$ cat config.mk
export PLATFORM = sky130hd
export DESIGN_NAME = spectral_bin_beat_detector_top
export DESIGN_NICKNAME = d
export VERILOG_FILES = /design/src/sbbd_pkg.sv /design/src/sbbd_bin_track.sv /design/src/sbbd_log2.sv /design/src/sbbd_div.sv /design/src/spectral_bin_beat_detector_top.sv
export SDC_FILE = /design/constraint.sdc
export NUM_CORES = 2
export LEC_CHECK = 0
export BUFFER_PORTS_ARGS = -buffer_cell sky130_fd_sc_hd__buf_2
export CAP_MARGIN = 20
export CORE_MARGIN = 2
export CORE_UTILIZATION = 57
export CTS_CLUSTER_DIAMETER = 100
export DETAILED_ROUTE_END_ITERATION = 8
export PLACE_DENSITY = 0.84
export SKIP_CTS_REPAIR_TIMING = 1
export SLEW_MARGIN = 20
export SYNTH_ARGS = -nofsm -noshare
export SYNTH_HDL_FRONTEND = slang
export SYNTH_SLANG_ARGS = --single-unit
$ cat constraint.sdc
create_clock -name clk -period 10.75 [get_ports clk]
set_input_delay 2.15 -clock clk [delete_from_list [all_inputs] [get_ports clk]]
set_output_delay 2.15 -clock clk [all_outputs]
set_load 0.02 [all_outputs]
$ cat src/sbbd_pkg.sv
package sbbd_pkg;

	localparam int BIN_W      = 3;
	localparam int POWER_W    = 8;
	localparam int PEAK_W     = 10;
	localparam int INTEN_W    = 9;
	localparam int TENTHS_W   = 4;
	localparam int CFG_W      = 9;
	localparam int LOG_FRAC_W = 12;
	localparam int LOG_INT_W  = 4;
	localparam int LOG_W      = LOG_INT_W + LOG_FRAC_W;
	localparam int MANT_W     = 16;
	localparam int QUOT_W     = 12;
	// log2(power) < 8.0, so its top bit is always zero
	localparam int DIVD_W     = LOG_W - 1 + 8;
	localparam int STEP_W     = 4;
	localparam int IN_DATA_W  = 16;
	localparam int OUT_DATA_W = 24;

	localparam logic [PEAK_W-1:0]   PEAK_RESET     = 10'd3;
	localparam logic [INTEN_W-1:0]  FULL_Q8        = 9'd256;
	localparam logic [TENTHS_W-1:0] TENTHS_RESET   = 4'd7;
	localparam logic [INTEN_W-1:0]  MIN_INTEN_RESET = 9'd51;

	typedef enum logic [0:0] {
		REG_TRIGGER_TENTHS = 1'b0,
		REG_MIN_INTENSITY  = 1'b1
	} reg_idx_t;

	typedef enum logic [4:0] {
		ST_IDLE  = 5'b00001,
		ST_TRACK = 5'b00010,
		ST_LOG   = 5'b00100,
		ST_DIV   = 5'b01000,
		ST_FIN   = 5'b10000
	} state_t;

	typedef struct packed {
		logic              done;
		logic              beat;
		logic [PEAK_W-1:0] peak;
	} trk_res_t;

endpackage

$ cat src/sbbd_bin_track.sv
module sbbd_bin_track #(
	parameter int NUM_BINS = 8
) (
	input  logic                             clk,
	input  logic                             arst_n,
	input  logic                             start,
	input  logic [sbbd_pkg::BIN_W-1:0]       bin_index,
	input  logic [sbbd_pkg::POWER_W-1:0]     sound_power,
	input  logic [sbbd_pkg::TENTHS_W-1:0]    trigger_tenths,
	output sbbd_pkg::trk_res_t               res
);
	import sbbd_pkg::*;

	// a 3-bit index reaches at most eight bins
	localparam int DEPTH = (NUM_BINS < (1 << BIN_W)) ? NUM_BINS : (1 << BIN_W);
	localparam int IDX_W = (DEPTH > 1) ? $clog2(DEPTH) : 1;

	logic [PEAK_W-1:0]  peak_q  [DEPTH];
	logic [POWER_W-1:0] floor_q [DEPTH];
	logic [POWER_W-1:0] last_q  [DEPTH];
	logic [POWER_W-1:0] older_q [DEPTH];

	logic               valid_s1, valid_s2;
	logic [BIN_W-1:0]   bin_s1, bin_s2;
	logic [POWER_W-1:0] power_s1, power_s2;
	logic [PEAK_W-1:0]  peak_s2;
	logic [POWER_W-1:0] mn_s2;
	logic               inr_s1, inr_s2;

	logic [IDX_W-1:0]   idx_s1, idx_s2;
	logic [PEAK_W-1:0]  peak_rd, peak_upd;
	logic [POWER_W-1:0] floor_rd, last_rd, older_rd, mn_upd;
	logic               local_max;
	logic [11:0]        peak_sum;
	logic [POWER_W-1:0] diff;
	logic [11:0]        lhs;
	logic [13:0]        rhs;
	logic               beat;
	trk_res_t           res_q;

	assign idx_s1 = bin_s1[IDX_W-1:0];
	assign idx_s2 = bin_s2[IDX_W-1:0];
	assign inr_s1 = (32'(bin_s1) < NUM_BINS);

	assign peak_rd  = peak_q[idx_s1];
	assign floor_rd = floor_q[idx_s1];
	assign last_rd  = last_q[idx_s1];
	assign older_rd = older_q[idx_s1];

	// previous power was a local maximum
	assign local_max = ((9'(power_s1) + 9'(peak_rd[PEAK_W-1:2])) < 9'(last_rd))
		&& (last_rd > older_rd);

	// 12-bit sum shifted by two never exceeds 1023, so the peak saturates by itself
	assign peak_sum = 12'({peak_rd, 1'b0}) + 12'(peak_rd)
		+ (({2'b00, last_rd} > peak_rd) ? 12'({last_rd, 1'b0}) : 12'(last_rd));
	assign peak_upd = local_max ? peak_sum[11:2] : peak_rd;

	always_comb begin
		if (power_s1 < floor_rd)
			mn_upd = power_s1;
		else if (floor_rd != '0)
			mn_upd = floor_rd - 1'b1;
		else
			mn_upd = floor_rd;
	end

	assign diff = power_s2 - mn_s2;
	assign lhs  = 12'({diff, 3'b000}) + 12'({diff, 1'b0});
	assign rhs  = 14'(trigger_tenths) * 14'(peak_s2);
	assign beat = (power_s2 > mn_s2) && ({2'b00, lhs} > rhs);

	always_ff @(posedge clk or negedge arst_n) begin
		if (!arst_n) begin
			valid_s1 <= 1'b0;
			valid_s2 <= 1'b0;
			res_q    <= '0;
			for (int i = 0; i < DEPTH; i++) begin
				peak_q[i]  <= PEAK_RESET;
				floor_q[i] <= '0;
				last_q[i]  <= '0;
				older_q[i] <= '0;
			end
		end else begin
			valid_s1   <= start;
			valid_s2   <= valid_s1;
			res_q.done <= valid_s2;
			if (valid_s1 && inr_s1) begin
				peak_q[idx_s1]  <= peak_upd;
				last_q[idx_s1]  <= power_s1;
				older_q[idx_s1] <= last_rd;
			end
			if (valid_s2) begin
				res_q.beat <= inr_s2 && beat;
				res_q.peak <= inr_s2 ? peak_s2 : '0;
				if (inr_s2)
					floor_q[idx_s2] <= beat ? power_s2 : mn_s2;
			end
		end
	end

	always_ff @(posedge clk) begin
		if (start) begin
			bin_s1   <= bin_index;
			power_s1 <= sound_power;
		end
		if (valid_s1) begin
			bin_s2   <= bin_s1;
			power_s2 <= power_s1;
			inr_s2   <= inr_s1;
			peak_s2  <= peak_upd;
			mn_s2    <= mn_upd;
		end
	end

	assign res = res_q;

endmodule

$ cat src/sbbd_log2.sv
module sbbd_log2 (
	input  logic                          clk,
	input  logic                          arst_n,
	input  logic                          start,
	input  logic [sbbd_pkg::PEAK_W-1:0]   x,
	output logic                          done,
	output logic [sbbd_pkg::LOG_W-1:0]    result
);
	import sbbd_pkg::*;

	logic [LOG_INT_W-1:0]  n, n_q;
	logic [MANT_W-1:0]     mant, y_q;
	logic [LOG_FRAC_W-1:0] frac_q;
	logic [STEP_W-1:0]     cnt_q;
	logic                  done_q;
	logic [31:0]           sq;
	logic [16:0]           t;
	logic                  busy;

	// leading one position
	always_comb begin
		n = '0;
		for (int i = 1; i < PEAK_W; i++)
			if (x[i])
				n = LOG_INT_W'(i);
	end

	assign mant = {{(MANT_W-PEAK_W){1'b0}}, x} << (LOG_INT_W'(MANT_W - 1) - n);
	assign busy = (cnt_q != '0);
	assign sq   = 32'(y_q) * 32'(y_q);
	assign t    = sq[31:15];

	always_ff @(posedge clk or negedge arst_n) begin
		if (!arst_n) begin
			cnt_q  <= '0;
			done_q <= 1'b0;
		end else begin
			done_q <= busy && (cnt_q == STEP_W'(1));
			if (start)
				cnt_q <= STEP_W'(LOG_FRAC_W);
			else if (busy)
				cnt_q <= cnt_q - 1'b1;
		end
	end

	// one fraction bit per squaring step
	always_ff @(posedge clk) begin
		if (start) begin
			y_q    <= mant;
			n_q    <= n;
			frac_q <= '0;
		end else if (busy) begin
			y_q    <= t[16] ? t[16:1] : t[15:0];
			frac_q <= {frac_q[LOG_FRAC_W-2:0], t[16]};
		end
	end

	assign done   = done_q;
	assign result = {n_q, frac_q};

endmodule

$ cat src/sbbd_div.sv
module sbbd_div (
	input  logic                           clk,
	input  logic                           arst_n,
	input  logic                           start,
	input  logic [sbbd_pkg::DIVD_W-1:0]    dividend,
	input  logic [sbbd_pkg::LOG_W-1:0]     divisor,
	output logic                           done,
	output logic [sbbd_pkg::QUOT_W-1:0]    quotient
);
	import sbbd_pkg::*;

	logic [LOG_W-1:0]  rem_q, div_q;
	logic [QUOT_W-1:0] dq_q;
	logic [STEP_W-1:0] cnt_q;
	logic              done_q;
	logic [LOG_W:0]    t, t_sub;
	logic              ge;
	logic              busy;

	assign busy  = (cnt_q != '0);
	assign t     = {rem_q, dq_q[QUOT_W-1]};
	assign t_sub = t - {1'b0, div_q};
	assign ge    = (t >= {1'b0, div_q});

	always_ff @(posedge clk or negedge arst_n) begin
		if (!arst_n) begin
			cnt_q  <= '0;
			done_q <= 1'b0;
		end else begin
			done_q <= busy && (cnt_q == STEP_W'(1));
			if (start)
				cnt_q <= STEP_W'(QUOT_W);
			else if (busy)
				cnt_q <= cnt_q - 1'b1;
		end
	end

	// restoring division, dividend bits leave at the top while quotient bits enter below
	always_ff @(posedge clk) begin
		if (start) begin
			rem_q <= LOG_W'(dividend[DIVD_W-1:QUOT_W]);
			dq_q  <= dividend[QUOT_W-1:0];
			div_q <= divisor;
		end else if (busy) begin
			rem_q <= ge ? t_sub[LOG_W-1:0] : t[LOG_W-1:0];
			dq_q  <= {dq_q[QUOT_W-2:0], ge};
		end
	end

	assign done     = done_q;
	assign quotient = dq_q;

endmodule

$ cat src/spectral_bin_beat_detector_top.sv
// an input transaction runs through the bin tracker to a result when no intensity is computed;
// a beat whose intensity needs the logarithm ratio also runs the 12-step log2 squaring lanes
// and then the 12-step restoring divider; a new input is taken only after the result of the
// last one has been loaded into the output register, which holds while m_tready is low
// reset: asynchronous; every bin peak returns to 3, minimum and powers to 0,
// trigger_tenths to 7 and min_intensity_q8 to 51
module spectral_bin_beat_detector_top #(
	parameter int NUM_BINS = 8
) (
	input  logic                              clk,
	input  logic                              arst_n,
	input  logic                              s_tvalid,
	output logic                              s_tready,
	input  logic [sbbd_pkg::IN_DATA_W-1:0]    s_tdata,   // bin_index, sound_power
	output logic                              m_tvalid,
	input  logic                              m_tready,
	output logic [sbbd_pkg::OUT_DATA_W-1:0]   m_tdata,   // beat, intensity_q8, peak_out
	input  logic                              cfg_we,
	input  logic [0:0]                        cfg_index,
	input  logic [sbbd_pkg::CFG_W-1:0]        cfg_data
);
	import sbbd_pkg::*;

	state_t                state_q;
	logic [TENTHS_W-1:0]   tenths_q;
	logic [INTEN_W-1:0]    min_inten_q;
	logic [POWER_W-1:0]    power_q;
	logic                  beat_q;
	logic [PEAK_W-1:0]     peak_q;
	logic [INTEN_W-1:0]    inten_q;
	logic                  use_ratio_q;
	logic                  m_tvalid_q;
	logic [OUT_DATA_W-1:0] m_tdata_q;

	logic                  accept;
	trk_res_t              trk;
	logic                  small_ops;
	logic                  log_start, div_start, fin_load;
	logic                  lp_done, lk_done;
	logic [LOG_W-1:0]      lp, lk;
	logic                  div_done;
	logic [QUOT_W-1:0]     ratio;
	logic [INTEN_W-1:0]    f, one_minus_f;
	logic [20:0]           prod;
	logic [13:0]           scaled_sum;
	logic [INTEN_W-1:0]    scaled, inten_out;

	assign accept    = s_tvalid && s_tready;
	assign s_tready  = (state_q == ST_IDLE);
	assign small_ops = (power_q <= POWER_W'(1)) || (trk.peak <= PEAK_W'(1));
	assign log_start = (state_q == ST_TRACK) && trk.done && trk.beat && !small_ops;
	assign div_start = (state_q == ST_LOG) && lp_done && lk_done;
	assign fin_load  = (state_q == ST_FIN) && (!m_tvalid_q || m_tready);

	sbbd_bin_track #(
		.NUM_BINS(NUM_BINS)
	) u_track (
		.clk            (clk),
		.arst_n         (arst_n),
		.start          (accept),
		.bin_index      (s_tdata[BIN_W-1:0]),
		.sound_power    (s_tdata[BIN_W+POWER_W-1:BIN_W]),
		.trigger_tenths (tenths_q),
		.res            (trk)
	);

	sbbd_log2 u_log_power (
		.clk    (clk),
		.arst_n (arst_n),
		.start  (log_start),
		.x      ({2'b00, power_q}),
		.done   (lp_done),
		.result (lp)
	);

	sbbd_log2 u_log_peak (
		.clk    (clk),
		.arst_n (arst_n),
		.start  (log_start),
		.x      (trk.peak),
		.done   (lk_done),
		.result (lk)
	);

	sbbd_div u_div (
		.clk      (clk),
		.arst_n   (arst_n),
		.start    (div_start),
		.dividend ({lp[LOG_W-2:0], 8'd0}),
		.divisor  (lk),
		.done     (div_done),
		.quotient (ratio)
	);

	// floor above full counts as full
	assign f           = (min_inten_q > FULL_Q8) ? FULL_Q8 : min_inten_q;
	assign one_minus_f = FULL_Q8 - f;
	assign prod        = 21'(ratio) * 21'(one_minus_f);
	assign scaled_sum  = 14'(f) + 14'(prod[20:8]);
	assign scaled      = (scaled_sum > 14'(FULL_Q8)) ? FULL_Q8 : scaled_sum[INTEN_W-1:0];
	assign inten_out   = use_ratio_q ? scaled : inten_q;

	always_ff @(posedge clk or negedge arst_n) begin
		if (!arst_n) begin
			state_q     <= ST_IDLE;
			tenths_q    <= TENTHS_RESET;
			min_inten_q <= MIN_INTEN_RESET;
			m_tvalid_q  <= 1'b0;
		end else begin
			if (cfg_we) begin
				unique case (reg_idx_t'(cfg_index))
					REG_TRIGGER_TENTHS: tenths_q    <= cfg_data[TENTHS_W-1:0];
					REG_MIN_INTENSITY:  min_inten_q <= cfg_data[INTEN_W-1:0];
					default: ;
				endcase
			end

			if (fin_load)
				m_tvalid_q <= 1'b1;
			else if (m_tready)
				m_tvalid_q <= 1'b0;

			unique case (state_q)
				ST_IDLE: begin
					if (accept)
						state_q <= ST_TRACK;
				end
				ST_TRACK: begin
					if (trk.done)
						state_q <= log_start ? ST_LOG : ST_FIN;
				end
				ST_LOG: begin
					if (div_start)
						state_q <= ST_DIV;
				end
				ST_DIV: begin
					if (div_done)
						state_q <= ST_FIN;
				end
				ST_FIN: begin
					if (fin_load)
						state_q <= ST_IDLE;
				end
				default: state_q <= ST_IDLE;
			endcase
		end
	end

	always_ff @(posedge clk) begin
		if (accept)
			power_q <= s_tdata[BIN_W+POWER_W-1:BIN_W];
		if ((state_q == ST_TRACK) && trk.done) begin
			beat_q      <= trk.beat;
			peak_q      <= trk.peak;
			use_ratio_q <= 1'b0;
			inten_q     <= !trk.beat ? '0 : FULL_Q8;
		end
		if ((state_q == ST_DIV) && div_done)
			use_ratio_q <= 1'b1;
		if (fin_load)
			m_tdata_q <= {4'd0, peak_q, inten_out, beat_q};
	end

	assign m_tvalid = m_tvalid_q;
	assign m_tdata  = m_tdata_q;

endmodule

==> key figures <==
Logic synthesis
  – Synthesized flop and latch total: ~500
  – Part of the Yosys area used for sequential elements: 0.2895
  – Number of enable-type register cells in the synthesized netlist: between 100 and 150
  – Count of distinct cell types in the synthesized netlist: between 90 and 100
  – Synthesized instance count: 4677
  – Yosys warning count: 0
  – Leading post-synthesis cells by cell area: sky130_fd_sc_hd__fa_1, sky130_fd_sc_hd__dfrtp_1, sky130_fd_sc_hd__ha_1
  – Fraction of registers with async set or reset after synthesis: 0.6413
  – Most frequently used flop master after synthesis: sky130_fd_sc_hd__dfrtp_1
  – Area share of the leading cell type in the synthesized netlist: 0.1894
  – Yosys top cell by area: sky130_fd_sc_hd__fa_1
  – Cell area after synthesis: between 0.04 and 0.05 mm2
  – Mean post-synth cell area: 9.626 um2

Placement
  – IO Port Bufs: 47
  – Sum of net half-perimeters after detailed placement: about 73 mm
  – Placer's final routability congestion estimate: just over 0.9
  – Worst setup timing slack at the placement stage: between 2000 and 2500 ps

CTS
  – Root Buffer Master: sky130_fd_sc_hd__clkbuf_16
  – Clock Pin Slew Worst Setup and Hold Paths: around 60 ps
  – Buffers from clock root to sink, at most: 3
  – TritonCTS buffer count: 53
  – CTS tree: done
  – Clock H-tree levels: 2
  – Clock sink count: 499
  – Clock latency on the worst-skew pair: about 630 ps

Setup path
  – Crit. End Element: flip-flop
  – Critical register-to-register path startpoint: min_inten_q[8]$_DFFE_PN0P_
  – Worst-case register-to-register setup slack: between 2000 and 2500 ps
  – Worst-path cell with the longest stage delay: sky130_fd_sc_hd__dfrtp_1
  – Required @ worst endpoint: roughly 11000 ps
  – End point of the critical path: m_tdata[9]$_DFFE_PP_
  – Reg2Reg Depth: 31
  – Data arrival time of the worst path: about 9000 ps
  – WS Path Type: flip-flop to flip-flop
  – Sort of element at the start of the critical path: flip-flop
  – Launch point of the worst path: min_inten_q[8]$_DFFE_PN0P_
  – Maximum cell stage delay along the critical path: 690 ps
  – End of the worst register-to-register path: m_tdata[9]$_DFFE_PP_
  – Maximum fanout along the worst path: 17

Drt
  – Overall via count from detail_route: approximately 34000
  – DRT Wirelength: around 100 mm
  – Detail-routed via count per cell: 5.911
  – DRT antenna net count: 0
  – Number of DRC violations after detailed-routing iteration 0: 2844
  – Drc violations: 0
  – First-pass iteration count of the detailed router: 7
  – Average wire per standard cell: roughly 18 um

Global route
  – Number of antenna violations at the first check in global routing: 0
  – Total global-route track usage: 0.2595
  – Largest net degree at the start of global routing: about 110
  – GR Layer Usage met2: 0.4418
  – Grt met1 use: 0.3427
  – Global-route wire length before repair: between 150 and 200 mm
  – GR Util met3: 0.03440
  – Busiest layer in global routing: met2
  – GRT Residual Overflow: 0
  – Vias in the first global route: around 35000

Cells and area
  – N_diodes: 0
  – Register area: between 0.01 and 0.015 mm2
  – Combined area of the multi-input logic cells: 0.02842 mm2
  – Area growth from synthesis to layout: 6.462%
  – Fill count: 6026
  – Fin nets: roughly 5400
  – Layout cells sized above 1: 0.08567

Floorplanning
  – Num ports: 57
  – Effective utilization at floorplan: 0.5727
  – Die area: about 0.08 mm2
  – X dimension of the die: roughly 290 um
  – Core area: ~0.079 mm2
  – Number of standard-cell rows in the floorplan: ~100
  – Vert. Die Dim: about 290 um

STA
  – Max transition margin: 0.2892
  – Actual transition at the worst max-transition pin: between 1000 and 1500 ps
  – Max Fclk: between 100 and 150 MHz
  – Number of hold violations in the final report: 0
  – Final Skew: roughly 42 ps
  – Setup repair after global routing missed its margin: no
  – Finish-stage setup viols: 0
  – Shortest period the worst path allows: around 8600 ps
  – Final number of max-transition violations: 0
  – Final critical-path share of the clock period: 0.7979
  – Setup Total Neg Slack: 0 ps
  – Worst Setup Slack, final: around 2200 ps

Min path
  – Worst hold path type: flip-flop to flip-flop

Status
  – Result of the run: completed

Run
  – Max-Cap Viols: 0
-- cell families (layout without fill, tap and decap cells) --
logic type | Yosys count | in the layout | synth area share
and+or+nand+nor | 1374 | 1374 | 0.1461
buffers and inverters | 952 | 906 | 0.08096
adders and majority gates | 786 | 786 | 0.2895
AOI/OAI and AO/OA | 746 | 746 | 0.1050
DFF | 499 | 499 | 0.2895
muxes | 202 | 202 | 0.06581
xor gates and xnor gates | 117 | 117 | 0.02309
other | 1 | 4 | 0.00008330
-- per-layer routing --
metal  routed length [um]  share of wire
met5                    0              0
met4                 3323          0.032
met3                 7797          0.075
met2                51040           0.49
met1                41450           0.40
-- worst min path at each step --
| stage | start | to | slack, ps | cells after the start |
|---|---|---|---|---|
| 2_1_floorplan | peak_q[0]$_DFFE_PP_ | m_tdata[10]$_DFFE_PP_ | 400 | 0 |
| 3_3_place_gp | peak_q[5]$_DFFE_PP_ | m_tdata[15]$_DFFE_PP_ | 410 | 0 |
| 3_5_place_dp | peak_q[3]$_DFFE_PP_ | m_tdata[13]$_DFFE_PP_ | 410 | 0 |
| 4_1_cts | peak_q[3]$_DFFE_PP_ | m_tdata[13]$_DFFE_PP_ | 420 | 0 |
| 5_1_grt | u_log_peak.n_q[0]$_DFFE_PP_ | u_div.div_q[12]$_DFFE_PP_ | 430 | 0 |
| 6_report | peak_q[3]$_DFFE_PP_ | m_tdata[13]$_DFFE_PP_ | 420 | 0 |
-- Yosys cell counts, drive strengths merged, types with 47 or more instances --
cell type and number:
a211oi 76, a21oi 151, and2 181, clkbuf 197, dfrtp 296, edfxtp 141, fa 426, ha 360
inv 709, mux2 72, mux2i 62, mux4 68, nand2 611, nand2b 84, nand3 47, nor2 184
nor4 73, o21ai 249, o31ai 80, xnor2 70, xor2 47
-- critical path: cells and delay by family, from the launching register on --
| kind | cells | cell delay, ps |
|---|---|---|
| adders and majority gates | 7 | 2550 |
| AOI/OAI and AO/OA | 10 | 2120 |
| and+or+nand+nor | 8 | 1700 |
| DFF | 1 | 690 |
| xor gates and xnor gates | 1 | 690 |
| buffers and inverters | 5 | 560 |
-- layout make-up --
type	count	share of cell area
well taps	1050	0.02741
multi-input cells	3229	0.5930
clock buffers	67	0.03112
inverters	710	0.05560
repair buffers	96	0.01412
clock inverters	33	0.006813
flip-flops and latches	499	0.2719
-- cells in the final DEF, fill, tap and decap left out, types with 76 or more instances in the layout --
cell type and count:
sky130_fd_sc_hd__inv_1 708, sky130_fd_sc_hd__nand2_1 611, sky130_fd_sc_hd__fa_1 426, sky130_fd_sc_hd__ha_1 360
sky130_fd_sc_hd__dfrtp_1 296, sky130_fd_sc_hd__o21ai_0 244, sky130_fd_sc_hd__nor2_1 183, sky130_fd_sc_hd__and2_1 180
sky130_fd_sc_hd__a21oi_1 148, sky130_fd_sc_hd__edfxtp_1 141, sky130_fd_sc_hd__nand2b_1 84, sky130_fd_sc_hd__o31ai_1 80
sky130_fd_sc_hd__a211oi_1 76
-- sequential cells by signal (all words and copies together), names as in the netlist, 16 cells and up --
signal	count
u_div.rem_q	16
u_track.older_q	64
u_log_peak.y_q	16
u_div.div_q	16
u_log_power.y_q	16
u_track.floor_q	64
m_tdata	20
u_track.last_q	64
u_track.peak_q	80
-- stage by stage --
stage	area, um2	util	hold slack [ps]	instances
3_5_place_dp	46020	0.5854	407.5	5581
2_1_floorplan	45030	-	400.3	4680
4_1_cts	47840	0.6085	422.1	5681
3_3_place_gp	46020	0.5854	405.4	5581
6_report	47930	0.6097	420.5	5684
5_1_grt	47930	0.6097	433.2	5684
Power is left out: the tool's default activity adds up to more than one toggle a clock period on the data nets, which glitch-free logic cannot reach.
